==> src/hw/rtl/bmrs_pkg.sv <==
package bmrs_pkg;

    // Default geometry of the map.
    localparam int MAP_BITS_DEF  = 1024;
    localparam int WORD_BITS_DEF = 64;

    // Field widths of the ports.
    localparam int KIND_W   = 2;
    localparam int BOUND_W  = 16;
    localparam int CFG_W    = 11;
    localparam int STATUS_W = 2;
    localparam int OFF_W    = 10;

    // Reset value of the bit count register.
    localparam logic [CFG_W-1:0] CFG_RESET = 11'd1024;

    // Operation codes.
    localparam logic [KIND_W-1:0] KIND_SET   = 2'd0;
    localparam logic [KIND_W-1:0] KIND_CLEAR = 2'd1;
    localparam logic [KIND_W-1:0] KIND_QUERY = 2'd2;

    // Status codes.
    localparam logic [STATUS_W-1:0] STATUS_OK       = 2'd0;
    localparam logic [STATUS_W-1:0] STATUS_LO_RANGE = 2'd1;
    localparam logic [STATUS_W-1:0] STATUS_HI_RANGE = 2'd2;

endpackage

==> src/hw/rtl/bitmap_range_set_clear_find.sv <==
// Allocation bitmap of MAP_BITS bits held in a RAM of WORD_BITS-bit words and
// cleared by reset. Each input word carries an operation (set range, clear range
// or query) and two bounds of a half-open bit range; reversed bounds are swapped.
// A bound above min(bits_in_use, MAP_BITS) is rejected with a status code and the
// map stays unchanged. A query reports whether any bit in the range is set and the
// distance of the first set bit from the lower bound. After reset the block sweeps
// zeros through the RAM, one word per cycle, and in_stall stays high until the
// sweep has passed the last word. Each word then passes through the idle state in
// which it is taken, the bound check, one RAM read-modify-write step for every
// map word from word zero up to the word that holds the upper bound (a query
// stops at the first word with a hit), a find step when a query hits, and a done
// step that hands the result to the output register; the single RAM port pair
// is walked one word at a time. A rejected word or an empty range goes from the
// bound check straight to the done step. The hand-off waits while the output
// register still holds a stalled result. The next input word is taken while a
// result still waits in the output register.
module bitmap_range_set_clear_find
    import bmrs_pkg::*;
#(
    parameter int MAP_BITS  = MAP_BITS_DEF,
    parameter int WORD_BITS = WORD_BITS_DEF
) (
    input  logic                clk,
    input  logic                rst_n,
    input  logic                cfg_wr_en,
    input  logic [CFG_W-1:0]    cfg_wr_data,
    input  logic                in_valid,
    output logic                in_stall,
    input  logic [KIND_W-1:0]   kind,
    input  logic [BOUND_W-1:0]  range_start,
    input  logic [BOUND_W-1:0]  range_stop,
    output logic                out_valid,
    input  logic                out_stall,
    output logic [STATUS_W-1:0] status,
    output logic                any_set,
    output logic [OFF_W-1:0]    first_offset
);

    localparam int NUM_WORDS = (MAP_BITS + WORD_BITS - 1) / WORD_BITS;
    localparam int AW        = NUM_WORDS > 1 ? $clog2(NUM_WORDS) : 1;
    localparam int PW        = $clog2(NUM_WORDS * WORD_BITS + 1);
    localparam int IW        = $clog2(WORD_BITS);
    localparam int CW        = BOUND_W + 1;

    typedef enum logic [5:0] {
        ST_INIT  = 6'b000001,
        ST_IDLE  = 6'b000010,
        ST_CHECK = 6'b000100,
        ST_RUN   = 6'b001000,
        ST_FIND  = 6'b010000,
        ST_DONE  = 6'b100000
    } state_t;

    // Control registers.
    state_t           state_reg, state_next;
    logic [AW-1:0]    cur_reg, cur_next;
    logic             out_valid_reg, out_valid_next;
    logic [CFG_W-1:0] bits_in_use_reg;

    // Payload registers.
    logic [KIND_W-1:0]    kind_reg;
    logic [BOUND_W-1:0]   start_reg;
    logic [BOUND_W-1:0]   stop_reg;
    logic [PW-1:0]        lo_reg, lo_next;
    logic [PW-1:0]        hi_reg, hi_next;
    logic [PW-1:0]        base_reg, base_next;
    logic [WORD_BITS-1:0] hit_word_reg, hit_word_next;
    logic [PW-1:0]        hit_base_reg, hit_base_next;
    logic [STATUS_W-1:0]  res_status_reg, res_status_next;
    logic                 res_any_reg, res_any_next;
    logic [OFF_W-1:0]     res_off_reg, res_off_next;
    logic [STATUS_W-1:0]  status_reg;
    logic                 any_set_reg;
    logic [OFF_W-1:0]     first_offset_reg;
    logic                 load_out;

    // RAM ports.
    logic                 ram_we;
    logic [AW-1:0]        ram_waddr;
    logic [WORD_BITS-1:0] ram_wdata;
    logic                 ram_re;
    logic [AW-1:0]        ram_raddr;
    logic [WORD_BITS-1:0] ram_rdata;

    // Word unit results.
    logic [WORD_BITS-1:0] op_wdata;
    logic [WORD_BITS-1:0] op_hits;
    logic                 op_hit;

    // Bound check.
    logic [BOUND_W-1:0] lo_sw, hi_sw;
    logic [CW-1:0]      lo_chk, hi_chk, limit;

    // First set bit of a hit word.
    logic [WORD_BITS-1:0] hit_iso;
    logic [IW-1:0]        hit_idx;

    logic                 in_accept;
    logic                 last_word;
    logic [PW:0]          base_end;

    assign in_accept = in_valid && !in_stall;
    assign in_stall  = (state_reg != ST_IDLE);
    assign last_word = (cur_reg == AW'(NUM_WORDS - 1));
    assign base_end  = (PW+1)'(base_reg) + (PW+1)'(WORD_BITS);

    bmrs_ram #(
        .WIDTH (WORD_BITS),
        .DEPTH (NUM_WORDS)
    ) u_map (
        .clk   (clk),
        .we    (ram_we),
        .waddr (ram_waddr),
        .wdata (ram_wdata),
        .re    (ram_re),
        .raddr (ram_raddr),
        .rdata (ram_rdata)
    );

    bmrs_word_op #(
        .WORD_BITS (WORD_BITS),
        .PW        (PW)
    ) u_word_op (
        .kind  (kind_reg),
        .lo    (lo_reg),
        .hi    (hi_reg),
        .base  (base_reg),
        .rdata (ram_rdata),
        .wdata (op_wdata),
        .hits  (op_hits),
        .hit   (op_hit)
    );

    // Order the bounds and compare them with the effective bit count, which is
    // the register value capped at the size of the map.
    always_comb
    begin
        if (stop_reg < start_reg)
        begin
            lo_sw = stop_reg;
            hi_sw = start_reg;
        end
        else
        begin
            lo_sw = start_reg;
            hi_sw = stop_reg;
        end
        lo_chk = CW'(lo_sw);
        hi_chk = CW'(hi_sw);
        if (CW'(bits_in_use_reg) < CW'(MAP_BITS))
        begin
            limit = CW'(bits_in_use_reg);
        end
        else
        begin
            limit = CW'(MAP_BITS);
        end
    end

    // Isolate the lowest set bit of the hit word and encode its position.
    always_comb
    begin
        hit_iso = hit_word_reg & (~hit_word_reg + 1'b1);
        hit_idx = '0;
        for (int i = 0; i < WORD_BITS; i++)
        begin
            if (hit_iso[i])
            begin
                hit_idx = hit_idx | IW'(i);
            end
        end
    end

    // Sequencer. The RAM read for a word is issued in the cycle before its data is
    // used, so in the run state the data of word cur_reg is present while the read
    // of the next word goes out and the modified word is written back.
    always_comb
    begin
        state_next      = state_reg;
        cur_next        = cur_reg;
        lo_next         = lo_reg;
        hi_next         = hi_reg;
        base_next       = base_reg;
        hit_word_next   = hit_word_reg;
        hit_base_next   = hit_base_reg;
        res_status_next = res_status_reg;
        res_any_next    = res_any_reg;
        res_off_next    = res_off_reg;
        load_out        = 1'b0;
        ram_we          = 1'b0;
        ram_waddr       = cur_reg;
        ram_wdata       = op_wdata;
        ram_re          = 1'b0;
        ram_raddr       = cur_reg;

        out_valid_next = out_valid_reg;
        if (out_valid_reg && !out_stall)
        begin
            out_valid_next = 1'b0;
        end

        case (state_reg)
            ST_INIT:
            begin
                ram_we    = 1'b1;
                ram_wdata = '0;
                if (last_word)
                begin
                    cur_next   = '0;
                    state_next = ST_IDLE;
                end
                else
                begin
                    cur_next = cur_reg + 1'b1;
                end
            end
            ST_IDLE:
            begin
                if (in_valid)
                begin
                    state_next = ST_CHECK;
                end
            end
            ST_CHECK:
            begin
                cur_next        = '0;
                base_next       = '0;
                lo_next         = PW'(lo_chk);
                hi_next         = PW'(hi_chk);
                res_status_next = STATUS_OK;
                res_any_next    = 1'b0;
                res_off_next    = '0;
                if (lo_chk > limit)
                begin
                    res_status_next = STATUS_LO_RANGE;
                    state_next      = ST_DONE;
                end
                else if (hi_chk > limit)
                begin
                    res_status_next = STATUS_HI_RANGE;
                    state_next      = ST_DONE;
                end
                else if ((kind_reg == KIND_SET || kind_reg == KIND_CLEAR
                          || kind_reg == KIND_QUERY) && (lo_chk != hi_chk))
                begin
                    ram_re     = 1'b1;
                    ram_raddr  = '0;
                    state_next = ST_RUN;
                end
                else
                begin
                    state_next = ST_DONE;
                end
            end
            ST_RUN:
            begin
                ram_we = (kind_reg != KIND_QUERY);
                if (kind_reg == KIND_QUERY && op_hit)
                begin
                    hit_word_next = op_hits;
                    hit_base_next = base_reg;
                    state_next    = ST_FIND;
                end
                else if (last_word || (base_end >= (PW+1)'(hi_reg)))
                begin
                    state_next = ST_DONE;
                end
                else
                begin
                    ram_re     = 1'b1;
                    ram_raddr  = cur_reg + 1'b1;
                    cur_next   = cur_reg + 1'b1;
                    base_next  = base_reg + PW'(WORD_BITS);
                end
            end
            ST_FIND:
            begin
                res_any_next = 1'b1;
                res_off_next = OFF_W'(hit_base_reg + PW'(hit_idx) - lo_reg);
                state_next   = ST_DONE;
            end
            ST_DONE:
            begin
                if (!out_valid_reg || !out_stall)
                begin
                    load_out       = 1'b1;
                    out_valid_next = 1'b1;
                    state_next     = ST_IDLE;
                end
            end
            default:
            begin
                state_next = ST_INIT;
                cur_next   = '0;
            end
        endcase
    end

    always_ff @(posedge clk or negedge rst_n)
    begin
        if (!rst_n)
        begin
            state_reg       <= ST_INIT;
            cur_reg         <= '0;
            out_valid_reg   <= 1'b0;
            bits_in_use_reg <= CFG_RESET;
        end
        else
        begin
            state_reg     <= state_next;
            cur_reg       <= cur_next;
            out_valid_reg <= out_valid_next;
            if (cfg_wr_en)
            begin
                bits_in_use_reg <= cfg_wr_data;
            end
        end
    end

    always_ff @(posedge clk)
    begin
        if (in_accept)
        begin
            kind_reg  <= kind;
            start_reg <= range_start;
            stop_reg  <= range_stop;
        end
        lo_reg         <= lo_next;
        hi_reg         <= hi_next;
        base_reg       <= base_next;
        hit_word_reg   <= hit_word_next;
        hit_base_reg   <= hit_base_next;
        res_status_reg <= res_status_next;
        res_any_reg    <= res_any_next;
        res_off_reg    <= res_off_next;
        if (load_out)
        begin
            status_reg       <= res_status_reg;
            any_set_reg      <= res_any_reg;
            first_offset_reg <= res_off_reg;
        end
    end

    assign out_valid    = out_valid_reg;
    assign status       = status_reg;
    assign any_set      = any_set_reg;
    assign first_offset = first_offset_reg;

    // The map is written only by the clearing sweep and by set or clear words.
    assert property (@(posedge clk) disable iff (!rst_n)
        ram_we |-> (state_reg == ST_INIT || state_reg == ST_RUN))
        else $error("map written outside the sweep or a set/clear pass");

    // A query never changes the map.
    assert property (@(posedge clk) disable iff (!rst_n)
        (state_reg == ST_RUN && kind_reg == KIND_QUERY) |-> !ram_we)
        else $error("query wrote the map");

    // An accepted word always goes to the bound check next.
    assert property (@(posedge clk) disable iff (!rst_n)
        in_accept |=> (state_reg == ST_CHECK))
        else $error("accepted word did not reach the bound check");

    // A hit is only reported for a request that passed the bound check.
    assert property (@(posedge clk) disable iff (!rst_n)
        (out_valid && any_set) |-> (status == STATUS_OK))
        else $error("hit reported with an error status");

    // A nonzero offset comes only with a hit.
    assert property (@(posedge clk) disable iff (!rst_n)
        (out_valid && first_offset != '0) |-> any_set)
        else $error("offset reported without a hit");

endmodule

==> src/hw/rtl/bmrs_ram.sv <==
module bmrs_ram #(
    parameter int WIDTH = 64,
    parameter int DEPTH = 16
) (
    input  logic                                   clk,
    input  logic                                   we,
    input  logic [(DEPTH > 1 ? $clog2(DEPTH) : 1)-1:0] waddr,
    input  logic [WIDTH-1:0]                       wdata,
    input  logic                                   re,
    input  logic [(DEPTH > 1 ? $clog2(DEPTH) : 1)-1:0] raddr,
    output logic [WIDTH-1:0]                       rdata
);

    logic [WIDTH-1:0] mem [DEPTH];
    logic [WIDTH-1:0] rdata_reg;

    always_ff @(posedge clk)
    begin
        if (we)
        begin
            mem[waddr] <= wdata;
        end
        if (re)
        begin
            rdata_reg <= mem[raddr];
        end
    end

    assign rdata = rdata_reg;

endmodule

==> src/hw/rtl/bmrs_word_op.sv <==
module bmrs_word_op
    import bmrs_pkg::*;
#(
    parameter int WORD_BITS = WORD_BITS_DEF,
    parameter int PW        = 11
) (
    input  logic [KIND_W-1:0]    kind,
    input  logic [PW-1:0]        lo,
    input  logic [PW-1:0]        hi,
    input  logic [PW-1:0]        base,
    input  logic [WORD_BITS-1:0] rdata,
    output logic [WORD_BITS-1:0] wdata,
    output logic [WORD_BITS-1:0] hits,
    output logic                 hit
);

    localparam int OW = $clog2(WORD_BITS + 1);

    logic [PW-1:0]        lo_diff;
    logic [PW-1:0]        hi_diff;
    logic [OW-1:0]        lo_off;
    logic [OW-1:0]        hi_off;
    logic [WORD_BITS-1:0] mask;

    // Clip both bounds of the range to this word.
    always_comb
    begin
        lo_diff = lo - base;
        hi_diff = hi - base;
        if (lo <= base)
        begin
            lo_off = '0;
        end
        else if (lo_diff >= PW'(WORD_BITS))
        begin
            lo_off = OW'(WORD_BITS);
        end
        else
        begin
            lo_off = OW'(lo_diff);
        end
        if (hi <= base)
        begin
            hi_off = '0;
        end
        else if (hi_diff >= PW'(WORD_BITS))
        begin
            hi_off = OW'(WORD_BITS);
        end
        else
        begin
            hi_off = OW'(hi_diff);
        end
    end

    always_comb
    begin
        for (int i = 0; i < WORD_BITS; i++)
        begin
            mask[i] = (OW'(i) >= lo_off) && (OW'(i) < hi_off);
        end
    end

    always_comb
    begin
        case (kind)
            KIND_SET:   wdata = rdata | mask;
            KIND_CLEAR: wdata = rdata & ~mask;
            default:    wdata = rdata;
        endcase
    end

    assign hits = rdata & mask;
    assign hit  = |hits;

endmodule

==> config.mk <==
export PLATFORM = sky130hd
export DESIGN_NAME = bitmap_range_set_clear_find
export DESIGN_NICKNAME = d
export VERILOG_FILES = /design/src/hw/rtl/bmrs_pkg.sv /design/src/hw/rtl/bitmap_range_set_clear_find.sv /design/src/hw/rtl/bmrs_ram.sv /design/src/hw/rtl/bmrs_word_op.sv
export SDC_FILE = /design/constraint.sdc
export NUM_CORES = 2
export LEC_CHECK = 0
export BUFFER_PORTS_ARGS = -buffer_cell sky130_fd_sc_hd__buf_2
export CORE_MARGIN = 2
export CORE_UTILIZATION = 45
export DETAILED_ROUTE_END_ITERATION = 10
export GPL_TIMING_DRIVEN = 1
export PLACE_DENSITY = 0.62
export RECOVER_POWER = 100
export REMOVE_ABC_BUFFERS = 1
export SYNTH_ARGS = -nofsm -noshare
export SYNTH_HDL_FRONTEND = slang
export SYNTH_SLANG_ARGS = --single-unit
export TNS_END_PERCENT = 1
==> constraint.sdc <==
create_clock -name clk -period 9 [get_ports clk]
set_input_delay 0.45 -clock clk [delete_from_list [all_inputs] [get_ports clk]]
set_output_delay 0.45 -clock clk [all_outputs]
set_load 0.02 [all_outputs]
Word level (Yosys, flattened, before mapping)
Memories as Yosys holds them, arrays and structs flattened. A register that Yosys moved wholly into a read port is not among the register bits.
Cells that the tools add are included.
W data, S select, Z words.
{"block": "word_totals", "ff_bits": 189, "ramBits": 1024, "output_inout_bits": 15, "memories": 1}
{"block": "op_classes", "add_sub_neg": 8, "n_lt_le_gt_ge": 137, "n_eq_ne": 19, "n_mux": 155, "n_bitwise": 6, "reduce_logical": 83}
{"memory": "u_map.mem", "depth": 16, "word_bits": 64, "rd": 1, "rd_ports_with_merged_regs": 1, "write_ports": 1, "line": "bmrs_ram.sv:14", "rtl": "logic [WIDTH-1:0] mem [DEPTH];"}
{"operator": "$mux W6", "count": 52}
{"operator": "$ge A6 B7 Y1 const A", "count": 32}
{"operator": "$lt A6 B7 Y1 const A", "count": 32}
{"operator": "$and A64 B64 Y64", "count": 3}
{"operator": "$mux W64", "count": 3}
{"operator": "$not A64 Y64", "count": 2}
{"operator": "$pmux W64 S2", "count": 1}
{"operator": "$ge A5 B7 Y1 const A", "count": 16}
{"operator": "$lt A5 B7 Y1 const A", "count": 16}
{"operator": "$mux W4", "count": 24}
{"operator": "$mux W5", "count": 16}
{"operator": "$logic_and A1 B1 Y1", "count": 68}
{"operator": "$mux W11", "count": 6}
{"operator": "$add A64 B1 Y64 const B", "count": 1}
{"operator": "$or A64 B64 Y64", "count": 1}
{"operator": "$reduce_or A64 Y1", "count": 1}
{"operator": "$ge A4 B7 Y1 const A", "count": 8}
{"operator": "$lt A4 B7 Y1 const A", "count": 8}
{"operator": "$mux W7", "count": 6}
{"operator": "$pmux W6 S6", "count": 1}
{"operator": "$gt A16 B11 Y1", "count": 2}
{"operator": "$mux W16", "count": 2}
{"operator": "$ge A3 B7 Y1 const A", "count": 4}
{"operator": "$lt A3 B7 Y1 const A", "count": 4}
{"operator": "45 further kinds", "count": 99}

Logic depth before layout (Yosys ltp)
{"block": "logic_depth", "depth_word": 69, "depth_mapped": 28}

Hierarchy
A second synthesis with hierarchy kept.
{"block": "unflattened", "cells_unflattened": 3285, "area_unflattened_um2": 54656.2}
{"module": "bmrs_ram", "instances": 1, "cells_per_inst": 1647, "area_per_inst_um2": 40223.6}
{"module": "bitmap_range_set_clear_find", "instances": 1, "cells_per_inst": 833, "area_per_inst_um2": 9504.1}
{"module": "bmrs_word_op", "instances": 1, "cells_per_inst": 805, "area_per_inst_um2": 4928.5}

Least setup slack after synthesis
OpenSTA, ideal clock, no wires.
{"block": "synth_timing", "path_kind": "flip-flop to flip-flop", "startpoint": "register state_reg[1]", "endpoint": "memory u_map.mem[0][0] (enable)", "arrival_time_ps": 5687, "required_time_ps": 8435, "slack_ps": 2748, "stages_incl_launch_ff": 8, "path_buffers": 0, "period_less_slack_ps": 6252, "cell_sequence": "dfrtp_1 > nor2_1 > nand2_1 > nor2_1 > o21ai_0 > nand2_1 > nand2_1 > nor3_1"}
{"block": "synth_between", "elab_chain_cells": 4}
{"element": "from (decl)", "line": "bitmap_range_set_clear_find.sv:55", "rtl": "state_t state_reg, state_next;"}
{"element": "from (signal assigned)", "line": "bitmap_range_set_clear_find.sv:310", "rtl": "state_reg <= state_next;"}
{"element": "$eq A6 B4 Y1 or $eq A6 B1 Y1 (tied branches)", "line": "bitmap_range_set_clear_find.sv:202", "rtl": "case (state_reg)"}
{"element": "$pmux W1 S2 (*)", "line": "bitmap_range_set_clear_find.sv:202"}
{"element": "$mux W1 (*)", "line": "bmrs_ram.sv:19", "rtl": "if (we)"}
{"element": "$mux W1 (not written as such) (*)", "line": "bmrs_ram.sv:21", "rtl": "mem[waddr] <= wdata;"}
{"element": "to (decl)", "line": "bmrs_ram.sv:14"}
Every way passes the cells marked *; elsewhere a longest branch is shown, timed or not.

Worst setup path in the final report
{"block": "layout_timing", "startpoint": "register base_reg[8]", "endpoint": "register u_map.rdata_reg[58] (netlist: u_map.rdata[58]) (read register of u_map.mem) (data pin)"}
{"block": "layout_between", "elab_chain_cells": 13}
{"element": "from (decl)", "line": "bitmap_range_set_clear_find.sv:66", "rtl": "logic [PW-1:0] base_reg, base_next;"}
{"element": "from (signal assigned)", "line": "bitmap_range_set_clear_find.sv:330", "rtl": "base_reg <= base_next;"}
{"element": "$sub A11 B11 Y11, on equally long branches", "line": "bmrs_word_op.sv:28, bmrs_word_op.sv:29"}
{"element": "$ge A11 B7 Y1, on equally long branches", "line": "bmrs_word_op.sv:34, bmrs_word_op.sv:46"}
{"element": "$mux W7, on equally long branches", "line": "bmrs_word_op.sv:34, bmrs_word_op.sv:46"}
{"element": "$mux W7, on equally long branches (2 in a row)", "line": "bmrs_word_op.sv:30, bmrs_word_op.sv:42"}
{"element": "$ge A5 B7 Y1 or $lt A5 B7 Y1 (tied branches)", "line": "bmrs_word_op.sv:60", "rtl": "mask[i] = (OW'(i) >= lo_off) && (OW'(i) < hi_off);"}
{"element": "$logic_and A1 B1 Y1 (*)", "line": "bmrs_word_op.sv:60"}
{"element": "$and A64 B64 Y64 (*)", "line": "bmrs_word_op.sv:73", "rtl": "assign hits = rdata & mask;"}
{"element": "named net op_hits[17]", "line": "bitmap_range_set_clear_find.sv:87", "rtl": "logic [WORD_BITS-1:0] op_hits;"}
{"element": "$reduce_or A64 Y1 (*)", "line": "bmrs_word_op.sv:74", "rtl": "assign hit = |hits;"}
{"element": "$logic_and A1 B1 Y1 (*)", "line": "bitmap_range_set_clear_find.sv:258", "rtl": "if (kind_reg == KIND_QUERY && op_hit)"}
{"element": "$mux W4 or $mux W1 (tied branches) (2 in a row)"}
{"element": "$pmux W4 S2 or $pmux W1 S2 (tied branches)", "line": "bitmap_range_set_clear_find.sv:202"}
{"element": "to (decl)", "line": "bmrs_ram.sv:15", "rtl": "logic [WIDTH-1:0] rdata_reg;"}
The timed path passes the listed nets; every way through them passes the cells marked *. The select of a mux whose other input is x is not followed.
A chain may end at the register's enable or synchronous reset.

==> results.txt <==
The root buffer cell chosen for the clock tree is sky130_fd_sc_hd__clkbuf_16. The achievable frequency is approximately 120 MHz. The actual transition at the worst max-transition pin is 4719 ps.

The final net count came out at about 4000. The final reports fail on capacitance limit, slew limit. The clock-pin transition on the worst setup and hold timing paths is ~60 ps. The via count of the first global-routing pass came out at ~34000. The relative max-transition margin is -2.146. The aggregate global-route resource usage is 0.2728. The worst-skew pair later-pin latency came out at about 750 ps. No sink is reached through more buffers than the 3 on the longest clock path. The fraction of final layout cells with drive strength greater than 1 came out at 0.08433.

The floorplan step defined a core boundary enclosing 0.1197 mm². The post-synthesis cell type count is 92. The number of levels in the clock H-tree came out at 4. The reg-to-reg critical path startpoint is base_reg[8]. The layout has 10040 filler cells. Dividing total power by cell area gives a power density of 261.3 mW/mm². The growth of design area from synthesis to finish came out at 13.07%. Data arrives at the worst endpoint at 8990 ps. Summed over all nets, the half-perimeter wirelength after detailed placement is 101500 µm. The post-synthesis instance total is 3771.

The post-placement cell count came out at between 5000 and 6000. The die width came out at approximately 350 µm. Once the clock tree was built, the setup fixing pass inserted 0 buffers. The setup skew after layout is about 38 ps.

The total non-filler cell area in the finished layout is roughly 0.061 mm². For this configuration, the core starts out at a cell density of 0.4523. For this design the static power due to leakage is 0.02074 µW.

The first-pass GRT wire length is about 240000 µm. The cell type of the slowest stage on the worst timing path is sky130_fd_sc_hd__nor3_1. 65 I/O pins were placed. The class of the tightest hold or removal check is input pin to flop. Sorting the synthesized cells by area gives the leading types as sky130_fd_sc_hd__edfxtp_1, sky130_fd_sc_hd__mux2i_1, sky130_fd_sc_hd__o22ai_1.

The total of endpoints with negative setup slack in the final report came out at 0. The startpoint identified for the worst hold timing path is cfg_wr_en. The share of the synthesized area in the top cell type is 0.6896. The average detailed-routed wire length per instance came out at around 30 µm. The detail route stage leaves a number of antenna-violating nets equal to 0. In this run, the number of DRC markers left after iteration 0 of detailed routing was 4215. The count of placed standard cells in the final layout, fillers left out came out at approximately 5600. The count of unresolved DRC violations after routing is 0. The chip height is about 350 µm. The final weighted congestion in routability-driven placement is ~1.1. TritonCTS built the clock tree. The share of the Yosys chip area taken by registers is 0.6998.

The total overflow left after global routing is 0. Entering global routing, the biggest net connects about 150 pins. Setup repair after global routing left no endpoint under its margin. The count of max-cap constraint violations came out at 58. The cell area after synthesis came out at about 0.054 mm². The largest total area in the synthesized netlist belongs to sky130_fd_sc_hd__edfxtp_1. The placed instance area is roughly 0.057 mm². The detailed-router iteration count before antenna repair came out at 8. A synthesized cell averages around 14 µm².

The register with the most flip-flops in the layout has 1024 of them. The critical path goes through inv_1 > ha_1 > o211ai_1 > a21oi_1 > clkbuf_1 > nor2_1 > clkbuf_1 > a2bb2oi_1 > and3_1 > or4_1 > or4_1 > nor3_1 > o21ai_0 > clkbuf_1 > mux2i_4 > buf_4 > buf_4 > a311oi_1 > or4_1. STA classifies the critical path startpoint as a flop. Along the worst path, the maximum fanout reaches 21.

After floorplanning, the core was divided into 127 placement rows. The required time of the worst setup path is about 9500 ps. The run finished, with violations left. The total of cells resized after clock tree synthesis came out at 0. For this run, the leading register cell type out of synthesis is sky130_fd_sc_hd__edfxtp_1. The share of synthesized flip-flops with an asynchronous set or reset came out at 0.01739. Counting the buffers created by CTS gives roughly 130. For hold timing, the worst endpoint is bits_in_use_reg[10]. The stage delay of the slowest cell on the critical path came out at 860 ps. The number of enable-type register cells in the synthesized netlist is 1243. The register bit count reported by yosys came out at roughly 1300. The total clock sinks came out at between 1000 and 1500. The number of antenna violations at the first check in global routing came out at 0.

The worst register-to-register path ends at u_map.rdata[58]. The diode insertion count for antenna repair is 0. During placement, the flow inserted port buffers numbering 64. The accumulated negative setup slack is 0 ps. The number of hold-repair buffers added at the cts stage came out at 48. The number of stages on the worst hold path came out at 3.

The via count came out at 35160. Counting cells, the worst reg-to-reg path comes to 19. The number of hold-slack violations in the final timing report is 0. The die covers 0.1231 mm². The worst register-to-register path has a setup slack of approximately 500 ps. In the routed layout, each cell is associated on average with a via count of 6.244. Summed over all layers, the routed wires come to about 170000 µm. For the finished layout, the period the worst path requires is 8499 ps. Sorting the synthesized cells by how often they occur yields sky130_fd_sc_hd__edfxtp_1, sky130_fd_sc_hd__mux2i_1, sky130_fd_sc_hd__nand2_1.

The worst voltage drop across the vdd grid came out at about 0.16 mV. Dividing the final minimum period by the clock period gives 0.9443. Yosys printed 0 warnings. OpenSTA, run right after detailed placement, puts the worst setup slack at between 1000 and 1500 ps. The kind of critical path is flop to flop. Setup slack closes at 501.3 ps. For this run, the share of the core covered by cells in the final layout is 0.5115. The worst setup path is captured at a flop. In the post-synthesis netlist, the cell with the most instances is sky130_fd_sc_hd__edfxtp_1. The total count of max-transition violations in the final report is between 1500 and 2000.
[per-layer routing]
layer | vias to the layer above | wire length [µm] | share of wire | track usage
met3 | 355 | 13980 | 0.083 | 0.04024
li1 | 15250 | - | - | -
met4 | 0 | 7090 | 0.042 | 0.1090
met1 | 17800 | 71120 | 0.42 | 0.3864
met2 | 1759 | 76720 | 0.45 | 0.4250
met5 | - | 0 | 0 | 0
[where the power goes]
| group | total [µW] | switching (µW) | internal [µW] |
|---|---|---|---|
| combinational | 3160 | 2240 | 917 |
| clock | 5320 | 2300 | 3030 |
| sequential | 7510 | 92.7 | 7420 |
[worst max-delay path, delay by kind of cell (launching register included)]
family	cells	cell delay, ps
flip-flops	1	430
AND/OR/NAND/NOR	6	3070
buffers and inverters	6	2310
adder cells (fa/ha/maj)	1	370
multiplexers	1	260
AO/OA/AOI/OAI	5	1750
[cell type report]
| type | instances | area (µm²) | area share |
|---|---|---|---|
| clock inverter | 75 | 719.4 | 0.01176 |
| tap | 1612 | 2017 | 0.03296 |
| inverter | 87 | 326.6 | 0.005336 |
| clock buffer | 162 | 3501 | 0.05720 |
| sequential | 1265 | 37880 | 0.6189 |
| timing repair buffer | 232 | 1634 | 0.02670 |
| multi-input combinational | 2199 | 15120 | 0.2471 |
[placed cells by master, fill, tap and decap left out, drive strengths merged, types with 93 or more instances in the layout]
master	netlist	layout
buf	59	101
mux2i	325	325
a21oi	176	176
edfxtp	1243	1243
inv	85	93
o22ai	210	210
nor2	202	202
clkbuf	161	245
and3	94	94
nand2	258	258
a211oi	101	101
[worst max-delay path by stage]
| stage | start | to | depth (start not counted) |
|---|---|---|---|
| detailed placement | stop_reg[11] | u_map.rdata[40] | 22 |
| global placement | stop_reg[11] | u_map.rdata[40] | 22 |
| finish | base_reg[8] | u_map.rdata[58] | 19 |
| floorplan | stop_reg[10] | u_map.rdata[0] | 20 |
| global route | base_reg[8] | u_map.rdata[8] | 18 |
| CTS | stop_reg[11] | u_map.rdata[40] | 22 |
[per-stage QoR]
| step | hold slack (ps) | total power [µW] |
|---|---|---|
| 4_1_cts | 2.888 | 16100 |
| 3_3_place_gp | 401.2 | 10740 |
| 5_1_grt | 56.73 | 16570 |
| 3_5_place_dp | 404.5 | 10800 |
| 6_report | 58.88 | 15990 |
| 2_1_floorplan | 154.4 | 9875 |
[cell families after synthesis]
family | after synthesis | synth area share
AO/OA/AOI/OAI | 857 | 0.1068
XOR/XNOR | 13 | 0.002104
adder cells (fa/ha/maj) | 76 | 0.01771
buffers and inverters | 307 | 0.02293
flip-flops | 1265 | 0.6998
multiplexers | 348 | 0.06519
AND/OR/NAND/NOR | 905 | 0.08542
Power figures use the tool's default switching activity.
